$ cat src/hw/rtl/assert_macros.svh
// ----------------------------------------------------------------------------
// assert_macros.svh
// Concurrent assertion helpers; compiled out when SYNTH is defined.
// ----------------------------------------------------------------------------
`ifndef ASSERT_MACROS_SVH
`define ASSERT_MACROS_SVH

`ifndef SYNTH

`define ASSERT_CLK(lbl, clk, rst_n, prop) \
    lbl: assert property (@(posedge clk) disable iff (!rst_n) (prop)) \
        else $error("assertion failed");

`define ASSERT_IMP(lbl, clk, rst_n, ante, cons) \
    lbl: assert property (@(posedge clk) disable iff (!rst_n) (ante) |-> (cons)) \
        else $error("assertion failed");

`define ASSERT_NXT(lbl, clk, rst_n, ante, cons) \
    lbl: assert property (@(posedge clk) disable iff (!rst_n) (ante) |=> (cons)) \
        else $error("assertion failed");

`else

`define ASSERT_CLK(lbl, clk, rst_n, prop)
`define ASSERT_IMP(lbl, clk, rst_n, ante, cons)
`define ASSERT_NXT(lbl, clk, rst_n, ante, cons)

`endif

`endif

$ cat src/hw/rtl/pbrd_pkg.sv
// ----------------------------------------------------------------------------
// pbrd_pkg
// Types, constants and helper functions of the packed block pixel decoder.
// ----------------------------------------------------------------------------
package pbrd_pkg;

    localparam int unsigned NCODE = 14;
    localparam int unsigned CODE_W = 14;
    localparam int unsigned VAL_W = 16;
    localparam int unsigned SH_W = 3;

    localparam logic [VAL_W-1:0] BASE_UNIT = 16'h0200;
    localparam logic [VAL_W-1:0] PIX_BIAS = 16'h000f;
    localparam logic [1:0] EXP_WIDE = 2'd3;
    localparam logic [SH_W-1:0] SH_WIDE = 3'd4;

    typedef struct packed {
        logic [63:0] block_bytes_lo;
        logic [63:0] block_bytes_hi;
    } t_pbrd_in_req;

    typedef struct packed {
        logic [15:0] pixel_0;
        logic [15:0] pixel_1;
        logic [15:0] pixel_2;
        logic [15:0] pixel_3;
        logic [15:0] pixel_4;
        logic [15:0] pixel_5;
        logic [15:0] pixel_6;
        logic [15:0] pixel_7;
        logic [15:0] pixel_8;
        logic [15:0] pixel_9;
        logic [15:0] pixel_10;
    } t_pbrd_out_req;

    // per-parity tracker: act = first value seen nonzero, last = last value
    typedef struct packed {
        logic             act;
        logic [VAL_W-1:0] last;
    } t_pbrd_trk;

    function automatic logic [SH_W-1:0] f_shamt(logic [1:0] e);
        return (e == EXP_WIDE) ? SH_WIDE : {1'b0, e};
    endfunction

    function automatic logic [VAL_W-1:0] f_val(t_pbrd_trk t, logic [CODE_W-1:0] code,
                                              logic [SH_W-1:0] sh);
        logic [VAL_W-1:0] scaled;
        logic [VAL_W-1:0] base;
        logic [VAL_W-1:0] adj;
        scaled = VAL_W'(code) << sh;
        base = BASE_UNIT << sh;
        adj = (sh != SH_WIDE && t.last > base) ? (t.last - base) : '0;
        return t.act ? (scaled + adj) : VAL_W'(code);
    endfunction

    function automatic t_pbrd_trk f_next(t_pbrd_trk t, logic [CODE_W-1:0] code,
                                         logic [VAL_W-1:0] v);
        t_pbrd_trk n;
        n.act = t.act | (code != '0);
        n.last = v;
        return n;
    endfunction

    function automatic logic [15:0] f_pix(logic [VAL_W-1:0] v);
        return (v < PIX_BIAS) ? 16'h0000 : 16'(v - PIX_BIAS);
    endfunction

endpackage

$ cat src/hw/rtl/packed_block_raw_pixel_decoder_unit.sv
// ----------------------------------------------------------------------------
// packed_block_raw_pixel_decoder_unit
// Decodes one 16-byte packed raw block into eleven 16-bit pixels.
//
// Input channel: i_in_valid / o_in_stall carry one block request (i_in_req),
// bytes 0..7 in block_bytes_lo and 8..15 in block_bytes_hi, byte 0 lowest.
// Output channel: o_out_valid / i_out_stall carry one pixel request
// (o_out_req) per block, pixel_0 first in block order.
// A request moves when valid is high and stall is low at a rising edge.
// Path: the input register, then the decode logic into the result register,
// which drives o_out_valid and o_out_req.
// Throughput: one block per cycle while i_out_stall is low; the decode is a
// single pass with no state carried between blocks.
// Output stall: the result register holds; the input register still takes
// one more block, and o_in_stall rises only when both registers are full.
// Reset (i_rst_n low, synchronous): both registers empty, no output valid.
// ----------------------------------------------------------------------------
`include "assert_macros.svh"

module packed_block_raw_pixel_decoder_unit
    import pbrd_pkg::*;
(
    input  logic          i_clk,
    input  logic          i_rst_n,
    input  logic          i_in_valid,
    output logic          o_in_stall,
    input  t_pbrd_in_req  i_in_req,
    output logic          o_out_valid,
    input  logic          i_out_stall,
    output t_pbrd_out_req o_out_req
);

    logic          r_in_valid;
    t_pbrd_in_req  r_in_req;
    logic          r_out_valid;
    t_pbrd_out_req r_out_req;
    logic          n_in_valid;
    logic          n_out_valid;
    logic          w_out_en;
    logic          w_in_en;
    t_pbrd_out_req w_pix;

    assign w_out_en = !r_out_valid || !i_out_stall;
    assign w_in_en  = !r_in_valid || w_out_en;

    assign n_in_valid  = w_in_en ? i_in_valid : r_in_valid;
    assign n_out_valid = w_out_en ? r_in_valid : r_out_valid;

    pbrd_decode u_decode (
        .i_blk (r_in_req),
        .o_pix (w_pix)
    );

    always_ff @(posedge i_clk) begin
        if (!i_rst_n) begin
            r_in_valid  <= 1'b0;
            r_out_valid <= 1'b0;
        end else begin
            r_in_valid  <= n_in_valid;
            r_out_valid <= n_out_valid;
        end
    end

    always_ff @(posedge i_clk) begin
        if (w_in_en) begin
            r_in_req <= i_in_req;
        end
        if (w_out_en) begin
            r_out_req <= w_pix;
        end
    end

    assign o_in_stall  = !w_in_en;
    assign o_out_valid = r_out_valid;
    assign o_out_req   = r_out_req;

    `ASSERT_CLK(a_rst_empty, i_clk, i_rst_n, $past(!i_rst_n) |-> !o_out_valid)
    `ASSERT_NXT(a_in_taken, i_clk, i_rst_n, i_in_valid && !o_in_stall, r_in_valid)
    `ASSERT_NXT(a_in_hold, i_clk, i_rst_n, r_in_valid && r_out_valid && i_out_stall,
                r_in_valid && $stable(r_in_req))
    `ASSERT_NXT(a_out_load, i_clk, i_rst_n, r_in_valid && w_out_en,
                o_out_valid && (o_out_req == $past(w_pix)))

endmodule

$ cat src/hw/rtl/pbrd_decode.sv
// ----------------------------------------------------------------------------
// pbrd_decode
// Combinational unpack of one 16-byte block into eleven pixels.
// ----------------------------------------------------------------------------
module pbrd_decode
    import pbrd_pkg::*;
(
    input  t_pbrd_in_req  i_blk,
    output t_pbrd_out_req o_pix
);

    logic [127:0]       w_bits;
    logic [CODE_W-1:0]  w_code [NCODE];
    logic [SH_W-1:0]    w_sh0;
    logic [SH_W-1:0]    w_sh1;
    logic [SH_W-1:0]    w_sh2;
    logic [VAL_W-1:0]   w_v [11];
    t_pbrd_trk          w_te [6];
    t_pbrd_trk          w_to [5];

    // byte 15 first, big-endian bit stream
    assign w_bits = {i_blk.block_bytes_hi, i_blk.block_bytes_lo};

    assign w_code[0]  = w_bits[127:114];
    assign w_code[1]  = w_bits[113:100];
    assign w_code[2]  = CODE_W'(w_bits[99:98]);
    assign w_code[3]  = CODE_W'(w_bits[97:88]);
    assign w_code[4]  = CODE_W'(w_bits[87:78]);
    assign w_code[5]  = CODE_W'(w_bits[77:68]);
    assign w_code[6]  = CODE_W'(w_bits[67:66]);
    assign w_code[7]  = CODE_W'(w_bits[65:56]);
    assign w_code[8]  = CODE_W'(w_bits[55:46]);
    assign w_code[9]  = CODE_W'(w_bits[45:36]);
    assign w_code[10] = CODE_W'(w_bits[35:34]);
    assign w_code[11] = CODE_W'(w_bits[33:24]);
    assign w_code[12] = CODE_W'(w_bits[23:14]);
    assign w_code[13] = CODE_W'(w_bits[13:4]);

    assign w_sh0 = f_shamt(w_code[2][1:0]);
    assign w_sh1 = f_shamt(w_code[6][1:0]);
    assign w_sh2 = f_shamt(w_code[10][1:0]);

    always_comb begin
        w_te[0] = '0;
        w_to[0] = '0;
        // pixel 0 / 1: 14-bit codes
        w_v[0]  = f_val(w_te[0], w_code[0], '0);
        w_te[1] = f_next(w_te[0], w_code[0], w_v[0]);
        w_v[1]  = f_val(w_to[0], w_code[1], '0);
        w_to[1] = f_next(w_to[0], w_code[1], w_v[1]);
        // group 0
        w_v[2]  = f_val(w_te[1], w_code[3], w_sh0);
        w_te[2] = f_next(w_te[1], w_code[3], w_v[2]);
        w_v[3]  = f_val(w_to[1], w_code[4], w_sh0);
        w_to[2] = f_next(w_to[1], w_code[4], w_v[3]);
        w_v[4]  = f_val(w_te[2], w_code[5], w_sh0);
        w_te[3] = f_next(w_te[2], w_code[5], w_v[4]);
        // group 1
        w_v[5]  = f_val(w_to[2], w_code[7], w_sh1);
        w_to[3] = f_next(w_to[2], w_code[7], w_v[5]);
        w_v[6]  = f_val(w_te[3], w_code[8], w_sh1);
        w_te[4] = f_next(w_te[3], w_code[8], w_v[6]);
        w_v[7]  = f_val(w_to[3], w_code[9], w_sh1);
        w_to[4] = f_next(w_to[3], w_code[9], w_v[7]);
        // group 2
        w_v[8]  = f_val(w_te[4], w_code[11], w_sh2);
        w_te[5] = f_next(w_te[4], w_code[11], w_v[8]);
        w_v[9]  = f_val(w_to[4], w_code[12], w_sh2);
        w_v[10] = f_val(w_te[5], w_code[13], w_sh2);
    end

    assign o_pix.pixel_0  = f_pix(w_v[0]);
    assign o_pix.pixel_1  = f_pix(w_v[1]);
    assign o_pix.pixel_2  = f_pix(w_v[2]);
    assign o_pix.pixel_3  = f_pix(w_v[3]);
    assign o_pix.pixel_4  = f_pix(w_v[4]);
    assign o_pix.pixel_5  = f_pix(w_v[5]);
    assign o_pix.pixel_6  = f_pix(w_v[6]);
    assign o_pix.pixel_7  = f_pix(w_v[7]);
    assign o_pix.pixel_8  = f_pix(w_v[8]);
    assign o_pix.pixel_9  = f_pix(w_v[9]);
    assign o_pix.pixel_10 = f_pix(w_v[10]);

endmodule
$ cat config.mk
export PLATFORM = sky130hd
export DESIGN_NAME = packed_block_raw_pixel_decoder_unit
export DESIGN_NICKNAME = d
export VERILOG_FILES = /design/src/hw/rtl/pbrd_pkg.sv /design/src/hw/rtl/packed_block_raw_pixel_decoder_unit.sv /design/src/hw/rtl/pbrd_decode.sv
export VERILOG_INCLUDE_DIRS = /design/src /design/src/hw/rtl
export SDC_FILE = /design/constraint.sdc
export NUM_CORES = 1
export LEC_CHECK = 0
export ABC_AREA = 1
export BUFFER_PORTS_ARGS = -buffer_cell sky130_fd_sc_hd__buf_2
export CAP_MARGIN = 20
export CORE_MARGIN = 3
export CORE_UTILIZATION = 53
export CTS_BUF_LIST = sky130_fd_sc_hd__clkbuf_4
export CTS_CLUSTER_SIZE = 24
export DETAILED_ROUTE_END_ITERATION = 12
export PLACE_DENSITY_LB_ADDON = 0.1
export REMOVE_ABC_BUFFERS = 1
export SLEW_MARGIN = 30
export SYNTH_ARGS = -nofsm -noshare
export SYNTH_HDL_FRONTEND = slang
export SYNTH_SLANG_ARGS = --single-unit
$ cat constraint.sdc
create_clock -name i_clk -period 22.9 [get_ports i_clk]
set_input_delay 2.29 -clock i_clk [delete_from_list [all_inputs] [get_ports i_clk]]
set_output_delay 2.29 -clock i_clk [all_outputs]
set_load 0.03 [all_outputs]
* Yosys cells after proc, flatten, opt, wreduce, memory -nomap -nowiden *
Index checks and enable logic that the tools add are counted.

storage, ports and cells
  register bits after elaboration = 306
  bits in latches = 0
  bits in writable memories = 0
  bits in read-only memories = 0
  bits of input ports = 132
  output and inout bits = 178
  word-level logic and storage cells = 134
  memories kept = 0

operators by class
  add/sub/neg operators = 29
  $mul = 0
  divide/modulo/power cells = 0
  $lt $le $gt $ge = 20
  eq/ne operators = 6
  shift-type cells = 12
  muxes and demuxes = 21
  bitwise operators = 7
  reduce and logical (&&, ||, !) cells = 24

operators with widths
  cell                                                  number
  two-way mux 16 bit                                    18
  adder 16 bit                                          9
  < comparator 16 x 4 -> 1 bit (second input constant)  9
  left shift 10 x 3 -> 16 bit                           9
  subtractor 16 x 4 -> 16 bit (second input constant)   9
  nonzero test 14 bit                                   9
  greater-than comparator 16 bit                        7
  subtractor 16 bit                                     7
  left shift 10 x 3 -> 16 bit (first input constant)    3
  greater-than comparator 14 x 16 -> 1 bit              2
  subtractor 14 x 16 -> 16 bit                          2
  subtractor 14 x 4 -> 15 bit (second input constant)   2
  < comparator 14 x 4 -> 1 bit (second input constant)  2
  logical AND 1 bit                                     9
  two-way mux 3 bit                                     3
  != test 3 bit (second input constant)                 3
  bitwise OR 1 bit                                      7
  equality test 2 bit (second input constant)           3
  logical NOT 1 bit                                     4
  logical OR 1 bit                                      2

* Depth between registers and ports, before layout *
Gate-level depths: netlist of run 1.

  word-level depth = 29
  mapped depth = 132
  gate-level depth less buffers = 125

* Modules after synthesis *
From an unflattened synthesis of run 1, not the netlist that was laid out.

unflattened totals
  cell total of the unflattened synthesis = 3952
  area, all modules = 28451.0 sq um

modules (own cells, without submodules)
  module                               times used  cells each  area each (sq um)
  pbrd_decode                          1           3638        19239.7
  packed_block_raw_pixel_decoder_unit  1           314         9211.3

* Worst setup path before layout of run 1 *
OpenSTA, ideal clock, no wires.

  kind = reg-to-reg
  start point = register r_in_req[35] in the netlist's numbering
  end point = register r_out_req, in the netlist o_out_req[10] (data pin)
  data arrival time = 16818 ps
  required time = 22645 ps
  setup slack = 5827 ps
  cell stages (with the launch flop) = 122
  path buffers = 9
  cell sequence = edfxtp_1 -> clkbuf_1 -> nor2_1 -> inv_1 -> clkbuf_1 -> buf_1 -> ha_1 -> o21a_1 -> o21ai_0 -> inv_1 -> or2_2 -> nand2_1 -> nand2_1 -> nand2_1 -> inv_1 -> o21ai_0 -> clkbuf_1 -> nor2_1 -> [... 86 more ...] -> nand2_1 -> buf_2 -> nor2_1 -> ha_1 -> fa_1 -> nand3_1 -> nand3_1 -> nand2_1 -> nand2_1 -> xnor2_1 -> nand2_1 -> nand2_1 -> inv_1 -> nor3_1 -> nand3_1 -> nor2_2 -> nand2_1 -> and2_1

between the ends
  word-level cells in the longest chain between the ends = 29

ends and longest elaborated chain
  element                                                                             RTL line                                   text
  from (decl)                                                                         packed_block_raw_pixel_decoder_unit.sv:34  t_pbrd_in_req r_in_req;
  from (signal assigned)                                                              packed_block_raw_pixel_decoder_unit.sv:66  r_in_req <= i_in_req;
  equality test 2 bit                                                                 pbrd_pkg.sv:43                             return (e == EXP_WIDE) ? SH_WIDE : {1'b0, e};
  two-way mux 3 bit *                                                                 pbrd_pkg.sv:43
  left shift 10 x 3 -> 16 bit                                                         pbrd_pkg.sv:52                             base = BASE_UNIT << sh;
  greater-than comparator 14 x 16 -> 1 bit                                            pbrd_pkg.sv:53                             adj = (sh != SH_WIDE && t.last > base) ? (t.last - base) : '0;
  logical AND 1 bit                                                                   pbrd_pkg.sv:53
  two-way mux 16 bit                                                                  pbrd_pkg.sv:53
  adder 16 bit                                                                        pbrd_pkg.sv:54                             return t.act ? (scaled + adj) : VAL_W'(code);
  two-way mux 16 bit                                                                  pbrd_pkg.sv:54
  [... 13 more ...]                                                                   -
  adder 16 bit *                                                                      pbrd_pkg.sv:54
  two-way mux 16 bit *                                                                pbrd_pkg.sv:54
  greater-than comparator 16 bit                                                      pbrd_pkg.sv:53
  logical AND 1 bit                                                                   pbrd_pkg.sv:53
  two-way mux 16 bit *                                                                pbrd_pkg.sv:53
  adder 16 bit *                                                                      pbrd_pkg.sv:54
  two-way mux 16 bit *                                                                pbrd_pkg.sv:54
  subtractor 16 x 4 -> 16 bit / < comparator 16 x 4 -> 1 bit (equally long branches)  pbrd_pkg.sv:66                             return (v < PIX_BIAS) ? 16'h0000 : 16'(v - PIX_BIAS);
  to (signal assigned)                                                                packed_block_raw_pixel_decoder_unit.sv:69  r_out_req <= w_pix;
  to (decl)                                                                           packed_block_raw_pixel_decoder_unit.sv:36  t_pbrd_out_req r_out_req;

Mark *: on every way between the ends. The rest lies on a longest branch, timed or not.
A chain may end at the register's enable or synchronous reset.

* Final worst setup path of run 1 *
  start point = register r_in_req[34] in the netlist's numbering
  end point = register r_out_req, in the netlist o_out_req[10] (data pin)

The elaborated chain is that of the path after synthesis.

==> impl_metrics.py, run 1 <==
metrics = {
    "global_route": {
        "grt_max_degree": 65,
        "grt_usage": 0.2968,
        "antenna_found_initial": 12,
        "grt-ovfl-total": 0,
        "grt_pass1_wl_um": 134000,
        "grt_pass1_vias": 25540,
    },
    "setup_path": {
        "path_max_fanout": 16,
        "cp.buffers_inverters": 15,
        "critPathMaxStageDelay_ns": 0.72,
        "cp.required_ns": 23.49,
        "worstSetupEndpointType": "register",
        "critical_path_class": "reg -> reg",
        "crit_slowest_cell": "edfxtp_1",
        "cp_top_family": "simple AND/OR/NAND/NOR gates",
        "critPathArrivalTime_ns": 20.94,
        "startpoint_type": "register",
        "cpMostUsedCell": "nand2_1",
    },
    "detailed_routing": {
        "vias": 27900,
        "firstDrtPassIters": 6,
        "wl_per_cell_um": 16.72,
        "totalWireLength_um": 85350,
        "via_per_inst": 5.467,
        "drtIter0Drc": 2606,
        "ant_nets": 0,
        "drcViolationCount": 0,
    },
    "min_path": {
        "hold_path_class": "reg -> reg",
    },
    "logic_synthesis": {
        "syn_area_um2": 28300,
        "ys_seq_elements": 300,
        "synth.yosys.seq_area_share": 0.3176,
        "yosysWarnings": 0,
        "postSynthAreaPerCell_um2": 7.083,
        "synthDistinctLibCells": 69,
        "synth_edf_count": 298,
        "async_flop_share": 0,
        "synthCells": 3996,
        "synthFlopType": "edfxtp_1",
    },
    "die": {
        "die-area_um2": 56210,
        "die_y_um": 237.1,
        "core_um2": 52660,
        "initial_utilization": 0.5375,
        "rows": 84,
        "ios": 310,
        "die_x_um": 237.1,
    },
    "clock_network": {
        "h-tree-depth": 3,
        "clkTransAtPathRegs_ns": 0.07,
        "ctsHoldBuffers": 0,
        "clockBufferDepth": 3,
        "root_buffer": "clkbuf_4",
        "ctsResizeCount": 0,
        "numCtsBuffers": 79,
        "insertion_delay_ns": 0.86,
        "postCtsSetupBuffers": 0,
        "cts_sinks": 300,
        "cts_tree": "yes",
    },
    "finish": {
        "num-fill-cells": 5087,
        "drive_gt1_frac": 0.1365,
        "layout.core_utilization": 0.5995,
        "syn_to_final_growth_pct": 11.52,
        "nets": 4695,
    },
    "placed_design": {
        "dp_hpwl_um": 67330,
        "io_buffers": 305,
        "place_congestion": 0.9427,
        "dpl_worst_slack_ns": 3.057,
    },
    "sta": {
        "timing.final.crit_share": 0.8884,
        "clock.fmax_ghz": 0.04915,
        "min_period_ns": 20.34,
        "fin_skew_ns": 0.05293,
        "hold_viol": 0,
        "tightest_slew_ns": 0.8720,
        "slew_headroom": 0.4155,
        "rsz0062_at_grt": "false",
        "tns_ns": 0,
        "timing.hold.ws_ns": 0.4713,
        "fin_ws_ns": 2.555,
        "slew_viol_final": 0,
        "finalSetupViolations": 0,
    },
    "pwr": {
        "peakVddDrop_v": 0.00009584,
        "p_leak_nw": 16.18,
        "power_mw": 3.986,
        "p_per_area_nw_per_um2": 126.3,
    },
    "run_status": {
        "status": "finished clean",
    },
    "flow_run": {
        "drv_cap": 0,
    },
}
-- cell usage in the layout, fill, tap and decap left out, types with 35 or more instances in the layout --
cell type,count
nand4_1,68
ha_1,214
o21ai_0,169
nor3_1,74
inv_1,571
nand2_1,908
clkbuf_4,115
a21oi_1,238
xor2_1,93
nor2_1,517
edfxtp_1,298
nor2_2,40
xnor2_1,35
buf_2,305
nand3_1,283
-- synth_stat cells, types with 14 or more instances --
cell	number	area share
nand2_1	909	0.12
inv_1	572	0.076
nor2_1	518	0.069
edfxtp_1	298	0.32
nand3_1	283	0.050
a21oi_1	238	0.042
ha_1	214	0.095
o21ai_0	169	0.030
xor2_1	93	0.029
nor3_1	74	0.013
nand4_1	68	0.015
clkbuf_1	47	0.0062
nor2_2	39	0.0086
xnor2_1	35	0.011
o22ai_1	34	0.0075
or2_2	25	0.0055
nand3b_1	24	0.0064
o21a_1	22	0.0058
buf_2	20	0.0035
nor3b_1	20	0.0053
a211oi_1	19	0.0050
o221ai_1	19	0.0059
inv_2	18	0.0024
o21ai_1	16	0.0028
nand2_2	14	0.0031
o211ai_1	14	0.0037
-- worst register-to-register path: cells and delay by family (launching register included) --
family | cells | cell delay, ns
AO/OA/AOI/OAI | 15 | 3.44
buffers and inverters | 15 | 1.59
XOR/XNOR | 2 | 0.30
flip-flops | 1 | 0.72
AND/OR/NAND/NOR | 70 | 9.82
adder cells (fa/ha/maj) | 12 | 4.25
-- registers in the layout, summed over array words and instances (netlist names) --
name	count
r_in_req	124
r_in_valid	1
o_out_req	174
o_out_valid	1
-- report_power, final --
part / internal, mW / total [mW] / switching [mW]
logic: 0.864 / 2.64 / 1.78
registers: 0.808 / 0.859 / 0.0512
clock network: 0.255 / 0.488 / 0.233
total: 1.93 / 3.99 / 2.06
-- per-layer routing --
| layer | vias up | part of all wire | global-route usage |
|---|---|---|---|
| met1 | 12640 | 0.45 | 0.4249 |
| met4 | 0 | 0.024 | 0.09181 |
| met5 | - | 0 | 0 |
| li1 | 14060 | - | - |
| met3 | 124 | 0.082 | 0.05299 |
| met2 | 1075 | 0.44 | 0.4576 |
-- kinds of logic (layout without fill, tap and decap cells) --
kind of cell,Yosys count,count (layout),share of synthesized area
other,2,47,0.0002653
DFF,300,300,0.3176
buffers and inverters,684,1058,0.09548
AOI/OAI and AO/OA,631,631,0.1315
adders and majority gates,223,223,0.1010
xor gates and xnor gates,128,128,0.03961
and+or+nand+nor,2027,2027,0.3143
muxes,1,1,0.0003537
-- final timing paths --
check,from,end,slack [ns],depth (start not counted)
worst min-delay path,r_in_valid$_SDFFE_PN0N_,o_out_valid$_SDFFE_PN0P_,0.47,2
worst max-delay path,r_in_req[34]$_DFFE_PN_,o_out_req[10]$_SDFFCE_PN0P_,2.56,114
worst min register to register,r_in_valid$_SDFFE_PN0N_,o_out_valid$_SDFFE_PN0P_,0.47,2
worst max register to register,r_in_req[34]$_DFFE_PN_,o_out_req[10]$_SDFFCE_PN0P_,2.56,114
-- final cells by class --
cell class                      instances  area [um2]  area share
Timing Repair Buffer                  322        1654     0.05240
Clock inverter                         28       185.2    0.005866
Multi-Input combinational cell       3044       16750      0.5306
Clock buffer                          115       863.3     0.02735
Tap cell                              688       860.8     0.02727
Antenna cell                           13       32.53    0.001031
Sequential cell                       300        8989      0.2848
Inverter                              593        2232     0.07071
-- metrics by stage --
stage	instance area [um2]	instances
global route	31570	5103
global placement	30480	4947
detailed placement	30480	4947
CTS	31530	5090
floorplan	27950	3937
finish	31570	5103
Power figures use the tool's default switching activity.
==> run 2, diff against run 1 <==
--- a/config.mk
+++ b/config.mk
@@ -14,7 +14,7 @@
 export CTS_BUF_LIST = sky130_fd_sc_hd__clkbuf_4
 export CTS_CLUSTER_SIZE = 24
 export DETAILED_ROUTE_END_ITERATION = 12
-export PLACE_DENSITY_LB_ADDON = 0.1
+export PLACE_DENSITY = 0.73
 export REMOVE_ABC_BUFFERS = 1
 export SLEW_MARGIN = 30
 export SYNTH_ARGS = -nofsm -noshare
==> impl_metrics.py, run 2 (synthesis results as in run 1) <==
metrics = {
    "global_route": {
        "grt_max_degree": 66,
        "grt_pass1_vias": 26050,
        "antenna_found_initial": 12,
        "grt_pass1_wl_um": 134600,
        "grt-ovfl-total": 0,
        "grt_usage": 0.2976,
    },
    "setup_path": {
        "startpoint_type": "register",
        "path_max_fanout": 16,
        "crit_slowest_cell": "edfxtp_1",
        "critPathMaxStageDelay_ns": 0.69,
        "critPathArrivalTime_ns": 20.53,
        "cpMostUsedCell": "nand2_1",
        "worstSetupEndpointType": "register",
        "cp.required_ns": 23.47,
        "critical_path_class": "reg -> reg",
    },
    "detailed_routing": {
        "firstDrtPassIters": 6,
        "ant_nets": 0,
        "drtIter0Drc": 2566,
        "via_per_inst": 5.521,
        "totalWireLength_um": 86290,
        "wl_per_cell_um": 16.92,
        "drcViolationCount": 0,
        "vias": 28150,
    },
    "pwr": {
        "p_per_area_nw_per_um2": 125.6,
        "p_clk_frac": 0.117,
        "power_frac_seq": 0.218,
        "p_leak_nw": 16.14,
        "power_switching_mw": 2.048,
        "intPower_mw": 1.909,
        "comb_power_share": 0.664,
        "switching_share": 0.5175,
        "peakVddDrop_v": 0.0001178,
    },
    "sta": {
        "hold_viol": 0,
        "tns_ns": 0,
        "min_period_ns": 19.96,
        "clock.fmax_ghz": 0.05010,
        "timing.hold.ws_ns": 0.4676,
        "slew_viol_final": 0,
        "slew_headroom": 0.3454,
        "tightest_slew_ns": 0.9819,
        "finalSetupViolations": 0,
        "timing.final.crit_share": 0.8716,
        "rsz0062_at_grt": "false",
        "fin_skew_ns": 0.02402,
        "fin_ws_ns": 2.940,
    },
    "clock_network": {
        "insertion_delay_ns": 0.83,
        "root_buffer": "clkbuf_4",
        "cts_tree": "yes",
        "postCtsSetupBuffers": 0,
        "clockBufferDepth": 3,
        "cts_sinks": 300,
        "ctsResizeCount": 0,
        "ctsHoldBuffers": 0,
        "clkTransAtPathRegs_ns": 0.06,
        "numCtsBuffers": 80,
        "h-tree-depth": 3,
    },
    "placed_design": {
        "dpl_worst_slack_ns": 3.449,
        "place_congestion": 0.9510,
        "io_buffers": 305,
        "dp_hpwl_um": 67260,
    },
    "flow_run": {
        "drv_cap": 0,
    },
    "finish": {
        "nets": 4698,
        "syn_to_final_growth_pct": 11.30,
        "drive_gt1_frac": 0.1349,
        "final_cell_mix": "908 x nand2_1, 571 x inv_1, 517 x nor2_1",
        "largest_register_ffs": 174,
        "num-fill-cells": 5062,
        "layout.core_utilization": 0.5983,
        "final_common_cell": "nand2_1",
    },
    "run_status": {
        "status": "finished clean",
    },
    "die": {
        "core_um2": 52660,
        "die_y_um": 237.1,
        "ios": 310,
        "die_x_um": 237.1,
        "die-area_um2": 56210,
        "rows": 84,
        "initial_utilization": 0.5375,
    },
    "min_path": {
        "hold_path_class": "reg -> reg",
    },
}
-- run 2: path summary, 6_finish.rpt --
path / start / end / slack (ns) / depth (start not counted)
setup / recovery: r_in_req[34]$_DFFE_PN_ / o_out_req[10]$_SDFFCE_PN0P_ / 2.94 / 111
hold / removal: r_in_valid$_SDFFE_PN0N_ / o_out_valid$_SDFFE_PN0P_ / 0.47 / 2
setup reg to reg: r_in_req[34]$_DFFE_PN_ / o_out_req[10]$_SDFFCE_PN0P_ / 2.94 / 111
hold reg to reg: r_in_valid$_SDFFE_PN0N_ / o_out_valid$_SDFFE_PN0P_ / 0.47 / 2
-- run 2: stage by stage --
step | cell area, um2 | cells | total power, mW
after floorplan | 27950 | 3937 | 2.841
after global placement | 30490 | 4949 | 3.436
after detailed placement | 30490 | 4949 | 3.458
after CTS | 31460 | 5085 | 3.945
after global routing | 31500 | 5099 | 4.319
final | 31500 | 5099 | 3.957
-- run 2: power by group through the flow --
stage               logic, mW  clock network [mW]  registers [mW]
CTS                      2.60               0.479           0.865
global placement         2.56                   0           0.871
floorplan                1.73                   0            1.11
global route             2.94               0.508           0.875
detailed placement       2.58                   0           0.874
finish                   2.63               0.464           0.864
-- run 2: routing by layer --
metal  wire length [um]  global-route usage  part of all wire  vias to the layer above
met5                 54                   0           0.00063                        -
met4               2288             0.09749             0.027                        4
met3               7282             0.05870             0.084                      164
met2              38830              0.4710              0.45                     1103
met1              37830              0.4101              0.44                    12850
li1                   -                   -                 -                    14030
-- run 2: critical path, delay by kind of cell (launching register included) --
kind | cells | cell delay (ns)
xor gates and xnor gates | 2 | 0.30
adders and majority gates | 12 | 4.21
AOI/OAI and AO/OA | 16 | 3.42
and+or+nand+nor | 66 | 9.37
buffers and inverters | 15 | 1.70
DFF | 1 | 0.69
-- run 2: final cells by class --
| cell class | instances | area [um2] | area share |
|---|---|---|---|
| timing repair buffer | 324 | 1669 | 0.05298 |
| clock inverter | 24 | 128.9 | 0.004091 |
| sequential | 300 | 8989 | 0.2853 |
| inverter | 593 | 2230 | 0.07078 |
| clock buffer | 112 | 840.8 | 0.02669 |
| multi-input combinational | 3044 | 16750 | 0.5317 |
| antenna | 14 | 35.03 | 0.001112 |
| tap | 688 | 860.8 | 0.02733 |
